### config.mk
export PLATFORM = sky130hd
export DESIGN_NAME = nca_ctrl
export DESIGN_NICKNAME = d
export VERILOG_FILES = /design/src/hw/rtl/nca_pkg.sv /design/src/hw/rtl/nca_ctrl.sv
export SDC_FILE = /design/constraint.sdc
export NUM_CORES = 1
export LEC_CHECK = 0
export BUFFER_PORTS_ARGS = -buffer_cell sky130_fd_sc_hd__buf_2
export CAP_MARGIN = 20
export CELL_PAD_IN_SITES_DETAIL_PLACEMENT = 0
export CELL_PAD_IN_SITES_GLOBAL_PLACEMENT = 1
export CORE_MARGIN = 1
export CORE_UTILIZATION = 34
export DETAILED_ROUTE_END_ITERATION = 6
export PLACE_DENSITY = 0.84
export SETUP_SLACK_MARGIN = 0.3
export SLEW_MARGIN = 20
export SYNTH_ARGS = -nofsm -noshare
export SYNTH_HDL_FRONTEND = slang
export SYNTH_SLANG_ARGS = --single-unit
### constraint.sdc
create_clock -name aclk -period 1.97 [get_ports aclk]
set_input_delay 0.0985 -clock aclk [delete_from_list [all_inputs] [get_ports aclk]]
set_output_delay 0.0985 -clock aclk [all_outputs]
set_load 0.02 [all_outputs]
### src/hw/rtl/nca_pkg.sv
// ============================================================================
// nca_pkg
// Shared types and constants for the nearest-centroid assignment block.
// ============================================================================
package nca_pkg;

    localparam int MAX_CENTERS = 16;
    localparam int MAX_DIM     = 128;
    localparam int VALUE_BITS  = 16;
    localparam int CENTER_BITS = 4;
    localparam int DIM_BITS    = 7;
    localparam int NUM_BITS    = 5;
    localparam int ADDR_BITS   = CENTER_BITS + DIM_BITS;
    localparam int DIST_BITS   = 39;
    localparam int COUNT_BITS  = 16;
    localparam int DIFF_BITS   = VALUE_BITS + 1;
    localparam int SQ_BITS     = 2 * DIFF_BITS;

    localparam logic [DIST_BITS-1:0]  DIST_SAT  = '1;
    localparam logic [COUNT_BITS-1:0] COUNT_SAT = '1;
    localparam logic [NUM_BITS-1:0]   NUM_MAX   = NUM_BITS'(MAX_CENTERS);

    localparam logic REQ_LOAD  = 1'b0;
    localparam logic REQ_POINT = 1'b1;

    typedef enum logic [2:0] {
        ST_IDLE,
        ST_SWEEP,
        ST_DRAIN,
        ST_SCAN,
        ST_RESULT
    } state_t;

    typedef struct packed {
        logic                   load_elem;
        logic                   load_point;
        logic                   rd_en;
        logic [CENTER_BITS-1:0] idx;
        logic                   scan_en;
        logic                   scan_first;
        logic                   emit;
    } ctrl_cmd_t;

    typedef struct packed {
        logic out_free;
    } dp_status_t;

endpackage

### src/hw/rtl/nca_ctrl.sv
// ============================================================================
// nca_ctrl
// Sequencer: holds the centroid count register, steps the centroid index
// through the distance sweep and the minimum scan, and issues the result.
// ============================================================================
module nca_ctrl (
    input  logic                          aclk,
    input  logic                          aresetn,
    input  logic                          cfg_wr_en,
    input  logic [nca_pkg::NUM_BITS-1:0]  cfg_wr_data,
    input  logic                          s_valid,
    output logic                          s_ready,
    input  logic                          s_req_type,
    input  logic                          s_last,
    input  nca_pkg::dp_status_t           status,
    output nca_pkg::ctrl_cmd_t            cmd
);
    import nca_pkg::*;

    state_t                 state_reg, state_next;
    logic [CENTER_BITS-1:0] idx_reg, idx_next;
    logic                   drain_reg, drain_next;
    logic                   last_reg, last_next;
    logic [NUM_BITS-1:0]    cfg_reg;
    logic [NUM_BITS-1:0]    n_active;
    logic                   idx_at_end;

    always_ff @(posedge aclk) begin
        if (!aresetn) begin
            cfg_reg <= NUM_MAX;
        end else if (cfg_wr_en) begin
            cfg_reg <= cfg_wr_data;
        end
    end

    // Zero counts as one centroid; anything past the table saturates.
    always_comb begin
        if (cfg_reg == '0) begin
            n_active = NUM_BITS'(1);
        end else if (cfg_reg > NUM_MAX) begin
            n_active = NUM_MAX;
        end else begin
            n_active = cfg_reg;
        end
    end

    assign idx_at_end = ({1'b0, idx_reg} == (n_active - NUM_BITS'(1)));

    always_ff @(posedge aclk) begin
        if (!aresetn) begin
            state_reg <= ST_IDLE;
            idx_reg   <= '0;
            drain_reg <= 1'b0;
            last_reg  <= 1'b0;
        end else begin
            state_reg <= state_next;
            idx_reg   <= idx_next;
            drain_reg <= drain_next;
            last_reg  <= last_next;
        end
    end

    always_comb begin
        state_next = state_reg;
        idx_next   = idx_reg;
        drain_next = drain_reg;
        last_next  = last_reg;
        s_ready    = 1'b0;
        cmd        = '0;
        cmd.idx    = idx_reg;

        case (state_reg)
            ST_IDLE: begin
                s_ready = 1'b1;
                if (s_valid) begin
                    if (s_req_type == REQ_POINT) begin
                        cmd.load_point = 1'b1;
                        last_next      = s_last;
                        idx_next       = '0;
                        state_next     = ST_SWEEP;
                    end else begin
                        cmd.load_elem = 1'b1;
                    end
                end
            end
            ST_SWEEP: begin
                cmd.rd_en = 1'b1;
                if (idx_at_end) begin
                    drain_next = 1'b0;
                    state_next = ST_DRAIN;
                end else begin
                    idx_next = idx_reg + CENTER_BITS'(1);
                end
            end
            ST_DRAIN: begin
                drain_next = 1'b1;
                if (drain_reg) begin
                    idx_next   = '0;
                    state_next = last_reg ? ST_SCAN : ST_IDLE;
                end
            end
            ST_SCAN: begin
                cmd.scan_en    = 1'b1;
                cmd.scan_first = (idx_reg == '0);
                if (idx_at_end) begin
                    state_next = ST_RESULT;
                end else begin
                    idx_next = idx_reg + CENTER_BITS'(1);
                end
            end
            ST_RESULT: begin
                if (status.out_free) begin
                    cmd.emit   = 1'b1;
                    state_next = ST_IDLE;
                end
            end
            default: begin
                state_next = ST_IDLE;
            end
        endcase
    end

`ifndef ASSERT_OFF
    a_point_starts_sweep: assert property (@(posedge aclk) disable iff (!aresetn)
        s_valid && s_ready && (s_req_type == REQ_POINT)
        |=> (state_reg == ST_SWEEP) && (idx_reg == '0))
        else $error("point transaction did not start a sweep at centroid zero");

    a_scan_from_drain: assert property (@(posedge aclk) disable iff (!aresetn)
        (state_reg == ST_SCAN) && ($past(state_reg) != ST_SCAN)
        |-> ($past(state_reg) == ST_DRAIN) && (idx_reg == '0))
        else $error("minimum scan entered without a drained pipeline");

    a_emit_to_idle: assert property (@(posedge aclk) disable iff (!aresetn)
        cmd.emit |=> (state_reg == ST_IDLE))
        else $error("sequencer did not return to idle after a result");
`endif

endmodule

# ---- Word level (Yosys, flattened, before mapping)
# Cells that the tools add are included.
dict set report op_classes {
  n_addsub 2
  magnitude_cmp 1
  n_eq_ne 12
  mux 26
  n_reduce_logical 10
}
# operator count
set ops {}
lappend ops {{$mux W3} 6}
lappend ops {{$mux W4} 4}
lappend ops {{$pmux W3 S5} 1}
lappend ops {{$ne A2 B2 Y1 const B} 7}
lappend ops {{$pmux W4 S3} 1}
lappend ops {{$mux W5} 2}
lappend ops {{$mux W2} 4}
lappend ops {{$mux W1} 7}
lappend ops {{$eq A3 B2 Y1 const B} 2}
lappend ops {{$reduce_and A6 Y1} 1}
lappend ops {{$eq A4 B5 Y1} 1}
lappend ops {{$gt A5 B5 Y1 const B} 1}
lappend ops {{$logic_not A5 Y1} 1}
lappend ops {{$reduce_and A5 Y1} 1}
lappend ops {{$sub A5 B1 Y5 const B} 1}
lappend ops {{$add A4 B1 Y4 const B} 1}
lappend ops {{$logic_not A4 Y1} 1}
lappend ops {{$eq A3 B1 Y1 const B} 1}
lappend ops {{$eq A3 B3 Y1 const B} 1}
lappend ops {{$logic_not A3 Y1} 1}
lappend ops {{$reduce_and A3 Y1} 1}
lappend ops {{$reduce_bool A3 Y1} 1}
lappend ops {{$pmux W1 S2} 1}
lappend ops {{$reduce_and A2 Y1} 1}
lappend ops {{other kinds (2)} 2}
dict set report totals {
  ff_bits 14
  in_bits 12
  out_inout_bits 11
  elab_cells 56
}

# ---- Depth between registers and ports, before layout
dict set report depth {
  word_depth 7
  ltp_mapped 8
  ltp_nobuf 8
}

# ---- Worst setup path before layout
# OpenSTA, ideal clock, no wires.
dict set report synth_timing {
  kind {reg2reg}
  startpoint {register cfg_reg[1]}
  endpoint {register idx_reg[1]}
  setup_time_ps 117
  arrival_ps 1897
  required_time_ps 1853
  path_slack_ps -44
  stages_incl_launch_ff 9
  n_path_buf 0
  period_less_slack_ps 2014
  path_cell_list {dfxtp_1 -> nor3_1 -> o21bai_2 -> ha_1 -> xnor2_1 -> a21oi_2 -> o2111ai_2 -> or2_4 -> a32o_1}
}
dict set report synth_via {
  elab_chain_len 7
  word_cells_on_any_way 8
  cone_classes {1 x add/sub; 1 x order compare; 2 x eq/ne; 2 x mux; 2 x reduce/logical}
}
# element line
set synth_rtl {}
lappend synth_rtl {{start: declaration} nca_ctrl.sv:24} ;# logic [NUM_BITS-1:0] cfg_reg;
lappend synth_rtl {{start signal: assignment} nca_ctrl.sv:32} ;# cfg_reg <= cfg_wr_data;
lappend synth_rtl {{$gt A5 B5 Y1} nca_ctrl.sv:40} ;# end else if (cfg_reg > NUM_MAX) begin
lappend synth_rtl {{$mux W5} nca_ctrl.sv:40}
lappend synth_rtl {{$mux W5 (*)} nca_ctrl.sv:38} ;# if (cfg_reg == '0) begin
lappend synth_rtl {{$sub A5 B1 Y5 (*)} nca_ctrl.sv:47} ;# assign idx_at_end = ({1'b0, idx_reg} == (n_active - NUM_BITS'(1)));
lappend synth_rtl {{$eq A4 B5 Y1 (*)} nca_ctrl.sv:47}
lappend synth_rtl {{$ne A2 B2 Y1 (no source line) (*)} --}
lappend synth_rtl {{$reduce_and A5 Y1 (no source line) (*)} --}
lappend synth_rtl {{end signal: assignment} nca_ctrl.sv:57} ;# idx_reg <= idx_next;
lappend synth_rtl {{end: declaration} nca_ctrl.sv:21} ;# logic [CENTER_BITS-1:0] idx_reg, idx_next;
# Mark *: on every way between the ends. The rest lies on a longest branch, timed or not.
# A chain may end at the register's enable or synchronous reset.

# ---- Worst setup path after layout
dict set report layout_timing {
  startpoint {register cfg_reg[2]}
  endpoint {register idx_reg[2]}
}
# The elaborated chain is that of the path after synthesis.

==> impl_metrics.toml <==
[timing]
whs_ps = 39.0
maxSlewViolCount = 0
period_minus_slack_ps = 1950
fin_tns_setup_ps = 0
timing_hold_violations_final = 0
relSlewSlack = 0.727
fin_crit_sh = 0.992
setup_ws_ps = 15.9
rsz0062_at_grt = "yes"
setup_viol = 0
tightest_slew_ps = 407
fin_skew_ps = 6.15
clock.fmax_mhz = 512

[synth]
syn_area_per_cell_um2 = 9.07
synth.net_count = 111
syn_inst = 96
synth_top_area_cell = "dfxtp_1"
seq_area_frac_synth = 0.322
synth-seq-cells = 14
synthesis.yosys.warnings = 0
ys_types = 40
synth_area_um2 = 871
synth_top_area_share = 0.322
synth.area.top_cells = "dfxtp_1 (32%), mux2i_1 (6.9%), ha_1 (4.3%), nor2_1 (4.3%), a32o_1 (3.4%)"

[power_and_ir_drop]
power_uw = 655
power_density_mw_per_mm2 = 562
ir_drop_mv = 0.280
p_leak_nw = 0.496

[cts]
hold_buffers = 0
clockRootBuffer = "clkbuf_4"
cts_sinks = 14
htreeDepth = 1
cts_buffers = 3
cts_tree = "yes"
clockBufferDepth = 2
insertion_delay_ps = 290
clk_pin_slew_ps = 90

[detailed_routing]
antenna_left = 0
firstDrtPassIters = 4
route.detailed.wl_per_inst_um = 12.5
dr_total_vias = 776
wl_mm = 1.92
drtIter0Drc = 15
routed_via_density = 5.07
drc = 0

[floorplanning]
rows = 17
die-area_mm2 = 0.00277
num_io_pins = 23
initial_core_util = 0.376
dieWidth_um = 52.6
die_h_um = 52.6
core_area_mm2 = 0.00232

[layout]
n_antenna_cell = 0
largest_register_ffs = 5
final_cell_mix = "buf_2 (22), nor2_1 (10), dfxtp_1 (9)"
nets = 141
final_layout_size_suffix_gt1_frac = 0.448
final_common_cell = "buf_2"
area_growth_pct = 33.8
fin_area_mm2 = 0.00116

[global_routing]
globalRouteTotalUtil = 0.147
grt_pass1_vias = 667
grt_pass1_wl_mm = 2.95
grt_antenna_before_repair = 0
grt-ovfl-total = 0
grt_max_degree = 12

[critical_path]
critPathKind = "reg2reg"
end_kind = "flop"
arrival_ps = 2130
ff2ff_setup_slack_ps = 20
required_ps = 2150
critPathLaunchType = "flop"
worstReg2RegEnd = "idx_reg[2]"
r2r-start = "cfg_reg[2]"
critical_path.max_fanout = 5
r2r_cells = 8

[placement]
placed_area_mm2 = 0.00104
dp_hpwl_mm = 1.35
io_buffers = 22
pre_cts_slack_ps = 16.5
gp_congestion = 0.783

[flow_run]
drv_cap = 0

[worst_hold_path]
min_path_type = "in2reg"
min_from = "cfg_wr_data[2]"
holdPathStages = 3
min_to = "cfg_reg[2]"

[run_status]
status = "complete, no violations"
==> report_power, final <==
group	total (mW)	internal, mW	switching (mW)
sequential	0.308	0.294	0.0140
clock	0.210	0.113	0.0973
combinational	0.137	0.0662	0.0707
total	0.655	0.473	0.182
==> cells in the mapped netlist (all sizes together) <==
library cell	n
xor2	3
nand2	6
ha	3
o2111ai	2
and2	1
nor2	11
o21bai	1
nand3b	3
inv	5
o21ai	1
nand2b	2
a21oi	5
nor3	3
mux2i	6
a32o	3
or3	1
nand3	1
clkbuf	3
and2b	1
nor2b	4
or2	1
dfxtp	14
nor4b	1
a221oi	1
xnor2	4
o211ai	1
or2b	1
o32ai	1
and3	3
a22o	1
a2111oi	1
nand4b	1
buf	1
==> through the flow <==
| step | instances | utilization |
|---|---|---|
| 2_1_floorplan | 96 | - |
| 3_3_place_gp | 146 | 0.450 |
| 3_5_place_dp | 146 | 0.450 |
| 4_1_cts | 152 | 0.478 |
| 5_1_grt | 153 | 0.502 |
| 6_report | 153 | 0.502 |
==> area by class of cell <==
type	count	area (um^2)
fillers	219	1150
multi-input cells	73	623
flip-flops and latches	14	289
repair buffers	29	163
clock buffers	4	36.3
well taps	28	35.0
inverters	5	18.8
==> worst max-delay path by stage <==
stage,depth (start not counted),start,end,slack (ps)
final,8,cfg_reg[2],idx_reg[2],20
after detailed placement,8,cfg_reg[3],idx_reg[1],20
after global routing,8,cfg_reg[2],idx_reg[2],-80
after floorplan,8,cfg_reg[2],idx_reg[1],40
after global placement,8,cfg_reg[3],idx_reg[2],50
after CTS,8,cfg_reg[2],idx_reg[3],50
==> cell families after synthesis <==
group / after synthesis / share of synthesized area
fa+ha+maj: 3 / 0.0431
compound gates: 17 / 0.182
xor+xnor: 7 / 0.0790
simple gates: 40 / 0.262
flops: 14 / 0.322
buf+inv: 9 / 0.0431
mux: 6 / 0.0690
==> per-layer routing <==
metal  part of all wire  up-vias  track usage
met5                  0        -            0
met4              0.015        0       0.0789
met3              0.047        4       0.0348
met2               0.44       18        0.213
met1               0.50      354        0.199
li1                   -      400            -
==> worst max-delay path, cell delays in order (launching register included) <==
cell	delay, ps
dfxtp_2	340
nor3_2	190
o21bai_2	100
ha_4	190
xor2_2	160
xnor2_2	190
o2111ai_4	170
or2_4	290
a32o_1	220
==> what timing repair did <==
item / CTS / global route
setup buffers: 2 / 1
gates resized for setup: 3 / 7
pin swaps: 6 / 2
setup endpoints to repair: 9 / 9
(Power assumes the default switching activity.)
